<file path="src/sfd_pkg.sv">
// ============================================================================
// sfd_pkg
// Shared types, constants and helpers of the sum-checked frame deframer.
// ============================================================================
`default_nettype none

package sfd_pkg;

    localparam int unsigned CommandBufferBytes = 20;
    localparam logic [7:0]  SyncByteReset      = 8'hAA;
    localparam logic [7:0]  CmdBufLimit        = 8'(CommandBufferBytes);
    localparam logic [7:0]  BindLen            = 8'd4;
    localparam logic [7:0]  ResetLen           = 8'd5;
    localparam logic [3:0]  TypeRadio          = 4'h1;
    localparam logic [3:0]  TypeNetwork        = 4'h2;
    localparam logic [3:0]  TypeLocal          = 4'h3;
    localparam int unsigned ReplyBit           = 4;

    typedef enum logic [2:0] {
        CLS_ERROR   = 3'd0,
        CLS_RADIO   = 3'd1,
        CLS_NETWORK = 3'd2,
        CLS_LOCAL   = 3'd3,
        CLS_DROPPED = 3'd4
    } t_class;

    typedef enum logic [1:0] {
        CMD_NONE  = 2'd0,
        CMD_BIND  = 2'd1,
        CMD_RESET = 2'd2
    } t_cmd;

    typedef enum logic [4:0] {
        PH_HUNT    = 5'b00001,
        PH_TYPE    = 5'b00010,
        PH_LEN     = 5'b00100,
        PH_PAYLOAD = 5'b01000,
        PH_CHECK   = 5'b10000
    } t_phase;

    typedef struct packed {
        logic [7:0] rx_byte;
        logic       udp_ready;
    } t_in_item;

    // expected byte of "bind" at a payload position, zero past the text
    function automatic logic [7:0] bind_char(input logic [7:0] idx);
        logic [7:0] c;
        case (idx)
            8'd0:    c = 8'h62;
            8'd1:    c = 8'h69;
            8'd2:    c = 8'h6E;
            8'd3:    c = 8'h64;
            default: c = 8'h00;
        endcase
        return c;
    endfunction

    // expected byte of "reset" at a payload position, zero past the text
    function automatic logic [7:0] reset_char(input logic [7:0] idx);
        logic [7:0] c;
        case (idx)
            8'd0:    c = 8'h72;
            8'd1:    c = 8'h65;
            8'd2:    c = 8'h73;
            8'd3:    c = 8'h65;
            8'd4:    c = 8'h74;
            default: c = 8'h00;
        endcase
        return c;
    endfunction

endpackage

`default_nettype wire

</file>
<file path="src/sfd_if.sv">
// ============================================================================
// sfd_if
// Valid/ready channels of the deframer: byte input, result output, config.
// ============================================================================
`default_nettype none

interface sfd_in_if;
    logic       valid;
    logic       ready;
    logic [7:0] rx_byte;
    logic       udp_ready;

    modport source (output valid, output rx_byte, output udp_ready, input ready);
    modport sink   (input valid, input rx_byte, input udp_ready, output ready);
endinterface

interface sfd_out_if;
    logic       valid;
    logic       ready;
    logic       is_verdict;
    logic [7:0] payload_byte;
    logic [2:0] frame_class;
    logic       reply_wanted;
    logic [7:0] frame_length;
    logic [1:0] command;

    modport source (output valid, output is_verdict, output payload_byte,
                    output frame_class, output reply_wanted, output frame_length,
                    output command, input ready);
    modport sink   (input valid, input is_verdict, input payload_byte,
                    input frame_class, input reply_wanted, input frame_length,
                    input command, output ready);
    modport monitor (input valid, input ready, input is_verdict, input payload_byte,
                     input frame_class, input reply_wanted, input frame_length,
                     input command);
endinterface

interface sfd_cfg_if;
    logic       valid;
    logic       ready;
    logic [7:0] sync_byte;

    modport source (output valid, output sync_byte, input ready);
    modport sink   (input valid, input sync_byte, output ready);
endinterface

`default_nettype wire

</file>
<file path="src/sfd_in_stage.sv">
// ============================================================================
// sfd_in_stage
// Input register: captures one byte transaction per cycle, unless the core holds it.
// ============================================================================
`default_nettype none

module sfd_in_stage (
    input  wire logic           i_clk,
    input  wire logic           i_rst_n,
    sfd_in_if.sink              i_rx,
    input  wire logic           i_adv,
    output sfd_pkg::t_in_item   o_item,
    output logic                o_valid
);

    logic              r_valid;
    sfd_pkg::t_in_item r_item;
    logic              s_take;

    assign i_rx.ready = !r_valid || i_adv;
    assign s_take     = i_rx.valid && i_rx.ready;

    always_ff @(posedge i_clk) begin
        if (!i_rst_n) begin
            r_valid <= 1'b0;
        end else if (s_take) begin
            r_valid <= 1'b1;
        end else if (i_adv) begin
            r_valid <= 1'b0;
        end
    end

    always_ff @(posedge i_clk) begin
        if (s_take) begin
            r_item.rx_byte   <= i_rx.rx_byte;
            r_item.udp_ready <= i_rx.udp_ready;
        end
    end

    assign o_item  = r_item;
    assign o_valid = r_valid;

endmodule

`default_nettype wire

</file>
<file path="src/sfd_core.sv">
// ============================================================================
// sfd_core
// Frame state, checksum, command match, verdict and result register.
// ============================================================================
`default_nettype none

module sfd_core (
    input  wire logic               i_clk,
    input  wire logic               i_rst_n,
    input  wire sfd_pkg::t_in_item  i_item,
    input  wire logic               i_valid,
    output logic                    o_adv,
    sfd_cfg_if.sink                 i_cfg,
    sfd_out_if.source               o_res
);

    logic [7:0]            r_sync;
    sfd_pkg::t_phase       r_phase, n_phase;
    logic [7:0]            r_type, n_type;
    logic [7:0]            r_len, n_len;
    logic [7:0]            r_cnt, n_cnt;
    logic [7:0]            r_sum, n_sum;
    logic                  r_bind, n_bind;
    logic                  r_rst, n_rst;
    logic                  r_ended, n_ended;

    logic                  r_out_valid, n_out_valid;
    logic                  r_is_verdict, n_is_verdict;
    logic [7:0]            r_pb, n_pb;
    sfd_pkg::t_class       r_cls, n_cls;
    logic                  r_reply, n_reply;
    logic [7:0]            r_flen, n_flen;
    sfd_pkg::t_cmd         r_cmd, n_cmd;

    logic                  s_fire;
    logic [7:0]            s_b;
    logic [7:0]            s_cnt_inc;
    logic [3:0]            s_nib;
    logic                  s_rq;

    assign o_adv       = !r_out_valid || o_res.ready;
    assign s_fire      = i_valid && o_adv;
    assign s_b         = i_item.rx_byte;
    assign s_cnt_inc   = r_cnt + 8'd1;
    assign s_nib       = r_type[3:0];
    assign s_rq        = r_type[sfd_pkg::ReplyBit];
    assign i_cfg.ready = 1'b1;

    always_comb begin
        n_phase      = r_phase;
        n_type       = r_type;
        n_len        = r_len;
        n_cnt        = r_cnt;
        n_sum        = r_sum;
        n_bind       = r_bind;
        n_rst        = r_rst;
        n_ended      = r_ended;
        n_out_valid  = 1'b0;
        n_is_verdict = 1'b0;
        n_pb         = 8'd0;
        n_cls        = sfd_pkg::CLS_ERROR;
        n_reply      = 1'b0;
        n_flen       = 8'd0;
        n_cmd        = sfd_pkg::CMD_NONE;
        case (r_phase)
            sfd_pkg::PH_HUNT: begin
                if (s_b == r_sync) begin
                    n_phase = sfd_pkg::PH_TYPE;
                end
            end
            sfd_pkg::PH_TYPE: begin
                n_type  = s_b;
                n_phase = sfd_pkg::PH_LEN;
            end
            sfd_pkg::PH_LEN: begin
                n_len   = s_b;
                n_cnt   = 8'd0;
                n_sum   = 8'd0;
                n_bind  = 1'b1;
                n_rst   = 1'b1;
                n_ended = 1'b0;
                n_phase = (s_b == 8'd0) ? sfd_pkg::PH_CHECK : sfd_pkg::PH_PAYLOAD;
            end
            sfd_pkg::PH_PAYLOAD: begin
                n_sum = r_sum + s_b;
                if (!r_ended) begin
                    if (s_b != sfd_pkg::bind_char(r_cnt)) begin
                        n_bind = 1'b0;
                    end
                    if (s_b != sfd_pkg::reset_char(r_cnt)) begin
                        n_rst = 1'b0;
                    end
                    if (s_b == 8'd0) begin
                        n_ended = 1'b1;
                    end
                end
                n_cnt = s_cnt_inc;
                if (s_cnt_inc == r_len) begin
                    n_phase = sfd_pkg::PH_CHECK;
                end
                n_out_valid = 1'b1;
                n_pb        = s_b;
            end
            sfd_pkg::PH_CHECK: begin
                n_phase      = sfd_pkg::PH_HUNT;
                n_out_valid  = 1'b1;
                n_is_verdict = 1'b1;
                n_flen       = r_len;
                if (s_b == r_sum) begin
                    if (s_nib == sfd_pkg::TypeRadio) begin
                        n_cls   = sfd_pkg::CLS_RADIO;
                        n_reply = s_rq;
                    end else if (s_nib == sfd_pkg::TypeNetwork) begin
                        if (i_item.udp_ready) begin
                            n_cls   = sfd_pkg::CLS_NETWORK;
                            n_reply = s_rq;
                        end else begin
                            n_cls = sfd_pkg::CLS_DROPPED;
                        end
                    end else if (s_nib == sfd_pkg::TypeLocal) begin
                        n_cls = sfd_pkg::CLS_LOCAL;
                        if (r_len < sfd_pkg::CmdBufLimit) begin
                            if (r_bind && r_len >= sfd_pkg::BindLen) begin
                                n_cmd = sfd_pkg::CMD_BIND;
                            end else if (r_rst && r_len >= sfd_pkg::ResetLen) begin
                                n_cmd = sfd_pkg::CMD_RESET;
                            end
                        end
                    end
                end
            end
            default: begin
                n_phase = sfd_pkg::PH_HUNT;
            end
        endcase
    end

    always_ff @(posedge i_clk) begin
        if (!i_rst_n) begin
            r_sync      <= sfd_pkg::SyncByteReset;
            r_phase     <= sfd_pkg::PH_HUNT;
            r_type      <= 8'd0;
            r_len       <= 8'd0;
            r_cnt       <= 8'd0;
            r_sum       <= 8'd0;
            r_bind      <= 1'b1;
            r_rst       <= 1'b1;
            r_ended     <= 1'b0;
            r_out_valid <= 1'b0;
        end else begin
            if (i_cfg.valid && i_cfg.ready) begin
                r_sync <= i_cfg.sync_byte;
            end
            if (s_fire) begin
                r_phase     <= n_phase;
                r_type      <= n_type;
                r_len       <= n_len;
                r_cnt       <= n_cnt;
                r_sum       <= n_sum;
                r_bind      <= n_bind;
                r_rst       <= n_rst;
                r_ended     <= n_ended;
                r_out_valid <= n_out_valid;
            end else if (o_res.ready) begin
                r_out_valid <= 1'b0;
            end
        end
    end

    // result payload, loaded with the transaction that produces it
    always_ff @(posedge i_clk) begin
        if (s_fire && n_out_valid) begin
            r_is_verdict <= n_is_verdict;
            r_pb         <= n_pb;
            r_cls        <= n_cls;
            r_reply      <= n_reply;
            r_flen       <= n_flen;
            r_cmd        <= n_cmd;
        end
    end

    assign o_res.valid        = r_out_valid;
    assign o_res.is_verdict   = r_is_verdict;
    assign o_res.payload_byte = r_pb;
    assign o_res.frame_class  = r_cls;
    assign o_res.reply_wanted = r_reply;
    assign o_res.frame_length = r_flen;
    assign o_res.command      = r_cmd;

endmodule

`default_nettype wire

</file>
<file path="src/sum_checked_frame_deframer_top.sv">
// ============================================================================
// sum_checked_frame_deframer_top
// Byte-serial deframer: sync hunt, header, payload pass-through, checksum
// verdict and local command match.
// ============================================================================
//  channel  | dir | handshake      | payload
//  i_rx     | in  | valid / ready  | rx_byte[7:0], udp_ready
//  o_res    | out | valid / ready  | is_verdict, payload_byte[7:0], frame_class[2:0],
//           |     |                | reply_wanted, frame_length[7:0], command[1:0]
//  i_cfg    | in  | valid / ready  | sync_byte[7:0] (ready always high)
//
//  One byte per cycle unless o_res stalls; results pass the input and result registers.
//  Header and hunt bytes give no result; they only pass the input register and
//  update the core state.
//  A stalled o_res holds the core; the input register absorbs one more byte.
//  Reset is synchronous; no clearing pass.
// ============================================================================
`default_nettype none

module sum_checked_frame_deframer_top (
    input  wire logic   i_clk,
    input  wire logic   i_rst_n,
    sfd_in_if.sink      i_rx,
    sfd_cfg_if.sink     i_cfg,
    sfd_out_if.source   o_res
);

    sfd_pkg::t_in_item s_item;
    logic              s_valid;
    logic              s_adv;

    sfd_in_stage u_in (
        .i_clk   (i_clk),
        .i_rst_n (i_rst_n),
        .i_rx    (i_rx),
        .i_adv   (s_adv),
        .o_item  (s_item),
        .o_valid (s_valid)
    );

    sfd_core u_core (
        .i_clk   (i_clk),
        .i_rst_n (i_rst_n),
        .i_item  (s_item),
        .i_valid (s_valid),
        .o_adv   (s_adv),
        .i_cfg   (i_cfg),
        .o_res   (o_res)
    );

endmodule

`default_nettype wire

</file>
<file path="src/flat_wrapper.sv">
// flat-port wrapper written by rule: the top's interface ports become plain ports
module sum_checked_frame_deframer_top_flat 
  (i_clk, i_rst_n, i_rx_valid, i_rx_rx_byte, i_rx_udp_ready, i_rx_ready, i_cfg_valid, i_cfg_sync_byte, i_cfg_ready, o_res_valid, o_res_is_verdict, o_res_payload_byte, o_res_frame_class, o_res_reply_wanted, o_res_frame_length, o_res_command, o_res_ready);
  sfd_in_if i_rx_i ();
  sfd_cfg_if i_cfg_i ();
  sfd_out_if o_res_i ();
  input  wire logic i_clk;
  input  wire logic i_rst_n;
  input wire logic [$bits(i_rx_i.valid)-1:0] i_rx_valid;
  input wire logic [$bits(i_rx_i.rx_byte)-1:0] i_rx_rx_byte;
  input wire logic [$bits(i_rx_i.udp_ready)-1:0] i_rx_udp_ready;
  output wire logic [$bits(i_rx_i.ready)-1:0] i_rx_ready;
  input wire logic [$bits(i_cfg_i.valid)-1:0] i_cfg_valid;
  input wire logic [$bits(i_cfg_i.sync_byte)-1:0] i_cfg_sync_byte;
  output wire logic [$bits(i_cfg_i.ready)-1:0] i_cfg_ready;
  output wire logic [$bits(o_res_i.valid)-1:0] o_res_valid;
  output wire logic [$bits(o_res_i.is_verdict)-1:0] o_res_is_verdict;
  output wire logic [$bits(o_res_i.payload_byte)-1:0] o_res_payload_byte;
  output wire logic [$bits(o_res_i.frame_class)-1:0] o_res_frame_class;
  output wire logic [$bits(o_res_i.reply_wanted)-1:0] o_res_reply_wanted;
  output wire logic [$bits(o_res_i.frame_length)-1:0] o_res_frame_length;
  output wire logic [$bits(o_res_i.command)-1:0] o_res_command;
  input wire logic [$bits(o_res_i.ready)-1:0] o_res_ready;
  assign i_rx_i.valid = i_rx_valid;
  assign i_rx_i.rx_byte = i_rx_rx_byte;
  assign i_rx_i.udp_ready = i_rx_udp_ready;
  assign i_rx_ready = i_rx_i.ready;
  assign i_cfg_i.valid = i_cfg_valid;
  assign i_cfg_i.sync_byte = i_cfg_sync_byte;
  assign i_cfg_ready = i_cfg_i.ready;
  assign o_res_valid = o_res_i.valid;
  assign o_res_is_verdict = o_res_i.is_verdict;
  assign o_res_payload_byte = o_res_i.payload_byte;
  assign o_res_frame_class = o_res_i.frame_class;
  assign o_res_reply_wanted = o_res_i.reply_wanted;
  assign o_res_frame_length = o_res_i.frame_length;
  assign o_res_command = o_res_i.command;
  assign o_res_i.ready = o_res_ready;
  sum_checked_frame_deframer_top u_core (.i_clk(i_clk), .i_rst_n(i_rst_n), .i_rx(i_rx_i), .i_cfg(i_cfg_i), .o_res(o_res_i));
endmodule
</file>
<file path="config.mk">
export PLATFORM = sky130hd
export DESIGN_NAME = sum_checked_frame_deframer_top_flat
export DESIGN_NICKNAME = d
export VERILOG_FILES = /design/src/sfd_pkg.sv /design/src/sfd_if.sv /design/src/sfd_in_stage.sv /design/src/sfd_core.sv /design/src/sum_checked_frame_deframer_top.sv /design/src/flat_wrapper.sv
export SDC_FILE = /design/constraint.sdc
export NUM_CORES = 1
export LEC_CHECK = 0
export CAP_MARGIN = 20
export CORE_MARGIN = 2
export CORE_UTILIZATION = 40
export CTS_CLUSTER_DIAMETER = 200
export DETAILED_ROUTE_END_ITERATION = 7
export DONT_BUFFER_PORTS = 1
export PLACE_DENSITY = 0.54
export SLEW_MARGIN = 40
export SYNTH_ARGS = -nofsm -noshare
export SYNTH_HDL_FRONTEND = slang
export SYNTH_SLANG_ARGS = --single-unit
</file>
<file path="constraint.sdc">
create_clock -name i_clk -period 3 [get_ports i_clk]
set_input_delay 0.3 -clock i_clk [delete_from_list [all_inputs] [get_ports i_clk]]
set_output_delay 0.3 -clock i_clk [all_outputs]
set_load 0.05 [all_outputs]
</file>
==> impl_metrics.json, run 1 <==
{
  "cap_violations": 0,
  "clkLatencyLatePin_ns": 0.35,
  "grtUsageMet2_pct": 29.22,
  "pwr-share-seq_pct": 52.8,
  "fmax_mhz": 411.7,
  "power_density_mw_per_mm2": 488.0,
  "switching_share_pct": 23.19,
  "cts-resized-gates": 0,
  "initial_core_util_pct": 40.68,
  "yosys_warnings": 0,
  "crit_path_end_kind": "flip-flop",
  "reg2reg_slack_ns": 0.57,
  "fin_ws_ns": 0.5709,
  "dr.first_iter.drc_count": 231,
  "routedWlPerCell_um": 17.12,
  "hold_viol_final": 0,
  "die_h_um": 106,
  "synth_area_mm2": 0.004161,
  "fillCellCount": 977,
  "ys.flop_type": "dfxtp_1",
  "cp_cell_sequence": "ha_1, or4_1, nor3_1, and3_1, nand3_1, a2111oi_0",
  "ant_nets": 0,
  "drive_gt1_share_pct": 8.314,
  "grt_overflow": 0,
  "p_leak_nw": 1.847,
  "skew_ns": 0.009622,
  "vias": 3115,
  "maxSlewViolCount": 0,
  "synth_nets": 467,
  "fin_crit_sh_pct": 80.97,
  "yosysMostFrequentCell": "nor2_1",
  "drtPass1Iterations": 5,
  "grt_max_degree": 20,
  "io_pins": 48,
  "yosysTopAreaCell": "edfxtp_1",
  "netlist.area_leader.share_pct": 23.09,
  "critical_path_buf_inv_count": 0,
  "grtUsageMet3_pct": 3.556,
  "cp.required_ns": 3.13,
  "finalCriticalPeriod_ns": 2.429,
  "hpwl_mm": 6.844,
  "avgSynthCellArea_um2": 9.611,
  "grt_pass1_vias": 2961,
  "power.switching_w": 0.0005039,
  "regArea_mm2": 0.001902,
  "synth_edf_count": 32,
  "p_int_w": 0.001670,
  "die_x_um": 106,
  "cts_buffer_depth": 2,
  "synthArstFlopShare_pct": 0,
  "routed_via_density": 5.475,
  "synthTopCellsByArea": "edfxtp_1 23%, dfxtp_1 23%, mux2i_1 6.7%",
  "status": "finished, final reports clean",
  "rsz0062_at_grt": "false",
  "critPathLaunchType": "flip-flop",
  "area_growth_syn_to_layout_pct": 7.035,
  "critPathArrivalTime_ns": 2.56,
  "tightest_slew_ns": 0.6556,
  "clockPowerShare_pct": 41.8,
  "relSlewSlack_pct": 56.29,
  "slowest_stage": "edfxtp_1",
  "die_area_mm2": 0.01124,
  "grt.busiest_layer": "met2",
  "use_met1_pct": 24.23,
  "setup_violations": 0,
  "nNetsFinal": 462,
  "io_buffers": 0,
  "synth_seq_cells": 79,
  "critPathTopFamily": "simple AND/OR/NAND/NOR gates",
  "clkSinkCount": 79,
  "hold_slack_ns": 0.01104,
  "drc": 0,
  "place_ws_ns": 0.6010,
  "gp_congestion": 0.8735,
  "min-delay-path-class": "input pin to flip-flop",
  "antennaDiodeCount": 0,
  "clkTransAtPathRegs_ns": 0.08,
  "netlist_instances": 433,
  "max_stage_delay_ns": 0.51,
  "combPwrFrac_pct": 5.4,
  "antenna_found_initial": 0,
  "multiInputGateArea_mm2": 0.002029,
  "grtUsageTotal_pct": 18.03,
  "cp_max_fo": 7,
  "cts_tree": "yes",
  "vdd.ir_drop.worst_mv": 0.3454,
  "rows": 37,
  "worstSetupPathType": "flip-flop to flip-flop",
  "cts_buffers": 9,
  "synth_top_cells_by_count": "58 x nor2_1, 47 x dfxtp_1, 32 x edfxtp_1, 28 x mux2i_1, 28 x nand2_1",
  "ys_types": 54,
  "finalSetupTns_ns": 0,
  "wl_mm": 9.741,
  "htreeDepth": 3,
  "cts_root_buf": "clkbuf_8",
  "grt_first_pass_wirelength_mm": 15.70,
  "ys_seq_area_share_pct": 45.70,
  "core-area_mm2": 0.01023
}
worst paths after layout:
path | from | end | cells after the start
hold reg to reg | u_core.u_core.r_sum[0] | u_core.u_core.r_sum[0] | 2
hold / removal | i_rst_n | u_core.u_core.r_sync[3] | 1
setup reg to reg | u_core.u_in.o_item[6] | u_core.u_core.o_res.command[1] | 6
setup / recovery | u_core.u_in.o_item[6] | u_core.u_core.o_res.command[1] | 6
state kept, by name, indices dropped and copies added, names as in the netlist:
signal and cells:
u_core.u_core.o_res.command 2, u_core.u_core.o_res.frame_class 3, u_core.u_core.o_res.frame_length 8, u_core.u_core.o_res.is_verdict 1
u_core.u_core.o_res.payload_byte 8, u_core.u_core.o_res.reply_wanted 1, u_core.u_core.o_res.valid 1, u_core.u_core.r_bind 1
u_core.u_core.r_cnt 8, u_core.u_core.r_ended 1, u_core.u_core.r_len 8, u_core.u_core.r_phase 5
u_core.u_core.r_rst 1, u_core.u_core.r_sum 8, u_core.u_core.r_sync 8, u_core.u_core.r_type 5
u_core.u_in.o_item 9, u_core.u_in.o_valid 1
area by class of cell:
| type | instances | area share [%] |
|---|---|---|
| clock inverters | 5 | 1.826 |
| multi-input cells | 317 | 45.56 |
| inverters | 8 | 0.6742 |
| flip-flops and latches | 79 | 42.70 |
| well taps | 136 | 3.820 |
| clock buffers | 11 | 3.174 |
| repair buffers | 13 | 2.247 |
stage by stage:
| step | utilization, % | cell area [µm²] | cells | power (W) |
|---|---|---|---|---|
| after floorplan | - | 4161 | 433 | 0.001264 |
| after global placement | 41.26 | 4222 | 552 | 0.001286 |
| after detailed placement | 41.26 | 4222 | 552 | 0.001288 |
| after CTS | 43.44 | 4444 | 568 | 0.002190 |
| after global routing | 43.54 | 4454 | 569 | 0.002247 |
| final | 43.54 | 4454 | 569 | 0.002174 |
what timing repair did:
action | in CTS | in global routing
hold buffers | 0 | 1
endpoints found under the hold margin | 0 | 2
setup endpoints to repair | 0 | 0
buffers inserted | 0 | 0
metal layers:
| metal | wire [µm] | share of wire (%) |
|---|---|---|
| met1 | 4634 | 48 |
| met2 | 4536 | 47 |
| met3 | 415 | 4.3 |
| met4 | 155 | 1.6 |
| met5 | 0 | 0 |
power by group through the flow:
stage          sequential (W)  combinational, W  clock (W)
6_report              0.00115          0.000118   0.000908
3_5_place_dp          0.00117          0.000115          0
3_3_place_gp          0.00117          0.000115          0
5_1_grt               0.00115          0.000130   0.000967
2_1_floorplan         0.00116         0.0000997          0
4_1_cts               0.00115          0.000116   0.000927
placed cells by master, fill, tap and decap left out, types with 2 or more instances in the layout:
cell       count
a21oi_1       23
nor3_1        18
a32oi_1        2
nor4_1         3
nand2_1       28
nand2b_1       2
xnor2_1       17
a211oi_1       2
o21ai_0       14
nand4_1        6
and2_1        12
ha_1          11
or2_2          5
o32ai_1        2
nor4b_1        2
nor3b_1        3
nand3_1       14
o21bai_1       2
clkbuf_8      10
a21o_1         5
inv_1          8
or3_1          3
nor2_1        57
edfxtp_1      32
buf_4         12
nor2b_1        6
and3_1        12
or4_1          3
nand3b_1       2
bufinv_16      2
a22oi_1        5
xor2_1         8
a31oi_1        3
dfxtp_1       47
mux2i_1       28
logic make-up after synthesis:
group | share of synthesized area (%)
flops | 45.70
other cells | 0.09011
compound gates | 11.16
fa+ha+maj | 3.788
mux | 6.735
xor+xnor | 5.262
buf+inv | 5.592
simple gates | 21.68
(Power assumes the default switching activity.)
==> inputs of run 2 (changes only) <==
clock period = 2.35 ns   (was 3 ns; I/O delays follow)
==> run 2 against run 1 <==
Sequential power up 27%; combinational power up 61%; power up 30%; first-iteration DRC count down 27%; die area unchanged; global-route usage up 0.62 points; final cell count up 5.4%; register-to-register slack worse by 0.40 ns; wire length up 3.9%; core utilization up 2.8 points.
==> impl_metrics.json, run 2 (synthesis results as in run 1) <==
{
  "worstSetupPathType": "flip-flop to flip-flop",
  "hold_viol_final": 0,
  "antennaDiodeCount": 0,
  "nNetsFinal": 493,
  "layout_commonest_cell": "nor2_1",
  "regArea_mm2": 0.001903,
  "skew_ns": 0.01095,
  "relSlewSlack_pct": 50.42,
  "die_h_um": 106,
  "cts_buffers": 9,
  "io_buffers": 0,
  "rows": 37,
  "min-delay-path-class": "input pin to flip-flop",
  "finalSetupTns_ns": 0,
  "cp.required_ns": 2.53,
  "cts_setup_buffers": 0,
  "status": "finished, final reports clean",
  "critPathArrivalTime_ns": 2.36,
  "core-area_mm2": 0.01023,
  "power.switching_w": 0.0006879,
  "die_area_mm2": 0.01124,
  "cts_tree": "yes",
  "tightest_slew_ns": 0.7437,
  "combPwrFrac_pct": 6.7,
  "fin_util_pct": 46.31,
  "grt_overflow": 0,
  "switching_share_pct": 24.34,
  "wl_mm": 10.12,
  "fmax_mhz": 459.2,
  "routedWlPerCell_um": 16.87,
  "critPathTopFamily": "simple AND/OR/NAND/NOR gates",
  "hold_slack_ns": 0.006010,
  "grt_pass1_vias": 3179,
  "finalCriticalPeriod_ns": 2.178,
  "clkSinkCount": 79,
  "initial_core_util_pct": 40.68,
  "area_growth_syn_to_layout_pct": 13.86,
  "routed_via_density": 5.492,
  "vias": 3295,
  "final_cell_mix": "57 x nor2_1, 46 x dfxtp_1, 32 x edfxtp_1",
  "maxSlewViolCount": 0,
  "clkTransAtPathRegs_ns": 0.09,
  "fin_crit_sh_pct": 92.68,
  "clkLatencyLatePin_ns": 0.36,
  "cp_cell_sequence": "ha_1, or4_1, nor3_2, and3_1, nand3_1, a2111oi_2",
  "pwr-share-seq_pct": 51.5,
  "cts_buffer_depth": 2,
  "grt_first_pass_wirelength_mm": 16.29,
  "die_x_um": 106,
  "largest_register_ff_count": 9,
  "multiInputGateArea_mm2": 0.002046,
  "p_leak_nw": 2.003,
  "gp_congestion": 0.8368,
  "rsz0062_at_grt": "false",
  "critical_path_buf_inv_count": 0,
  "cp_max_fo": 5,
  "dr.first_iter.drc_count": 169,
  "cap_violations": 0,
  "hpwl_mm": 7.028,
  "drc": 0,
  "crit_path_end_kind": "flip-flop",
  "critPathLaunchType": "flip-flop",
  "slowest_stage": "or4_1",
  "p_int_w": 0.002139,
  "fillCellCount": 966,
  "max_stage_delay_ns": 0.54,
  "setup_violations": 0,
  "clockPowerShare_pct": 41.8,
  "io_pins": 48,
  "grtUsageTotal_pct": 18.65,
  "drtPass1Iterations": 4,
  "vdd.ir_drop.worst_mv": 0.3079,
  "grt_max_degree": 20,
  "cts_root_buf": "clkbuf_8",
  "htreeDepth": 3,
  "ant_nets": 0,
  "drive_gt1_share_pct": 12.93,
  "power_density_mw_per_mm2": 596.6,
  "antenna_found_initial": 0
}
[run 2: cell count changes in the layout (fill, tap and decap cells not counted), moves of 2 or more]
cell / previous run / this run
buf_4: 12 / 31
dlygate4sd3_1: 1 / 13
inv_6: 1 / 3
nor3_1: 18 / 16
nor3_2: 0 / 2
[run 2: final timing paths]
check | startpoint | endpoint | slack, ns | depth (start not counted)
setup / recovery | u_core.u_in.o_item[6] | u_core.u_core.o_res.command[1] | 0.17 | 6
hold / removal | i_cfg_sync_byte[3] | u_core.u_core.r_sync[3] | 0.006 | 2
setup reg to reg | u_core.u_in.o_item[6] | u_core.u_core.o_res.command[1] | 0.17 | 6
hold reg to reg | u_core.u_core.r_sum[0] | u_core.u_core.r_sum[0] | 0.48 | 2
[run 2: layout make-up]
class                           instances  area share, %
Multi-Input combinational cell        317          43.17
Sequential cell                        79          40.16
Timing Repair Buffer                   44          7.658
Tap cell                              136          3.591
Clock buffer                            9          2.614
Clock inverter                          7          2.165
Inverter                                8         0.6337
[run 2: power groups by stage]
stage | Combinational [W] | Clock (W) | Sequential, W
after CTS | 0.000189 | 0.00120 | 0.00146
after detailed placement | 0.000169 | 0 | 0.00149
after global placement | 0.000169 | 0 | 0.00149
after global routing | 0.000206 | 0.00125 | 0.00146
final | 0.000190 | 0.00118 | 0.00146
after floorplan | 0.000127 | 0 | 0.00149
[run 2: layer usage]
metal,global-route usage (%),part of all wire [%]
met3,3.372,4.5
met2,30.23,46
met4,6.297,2.3
met1,25.20,47
met5,0,0
[run 2: worst reg2reg max path, cell delays in order, from the launching register on]
cell	delay, ns
edfxtp_1	0.41
ha_1	0.36
or4_1	0.54
nor3_2	0.15
and3_1	0.20
nand3_1	0.12
a2111oi_2	0.22
[run 2: metrics by stage]
step | worst slack [ns] | area [µm²] | std cells | total power (W)
floorplan | 0.2244 | 4164 | 433 | 0.001613
global placement | 0.2025 | 4364 | 571 | 0.001655
detailed placement | 0.07083 | 4364 | 571 | 0.001656
CTS | 0.04364 | 4721 | 600 | 0.002849
global route | 0.01102 | 4738 | 600 | 0.002915
finish | 0.1721 | 4738 | 600 | 0.002827
[run 2: repair_timing]
item                                    in CTS  in global routing
hold buffers                                13                  0
endpoints found under the setup margin       0                  3
resized for setup                            0                  5
hold endpoints to repair                    15                  0
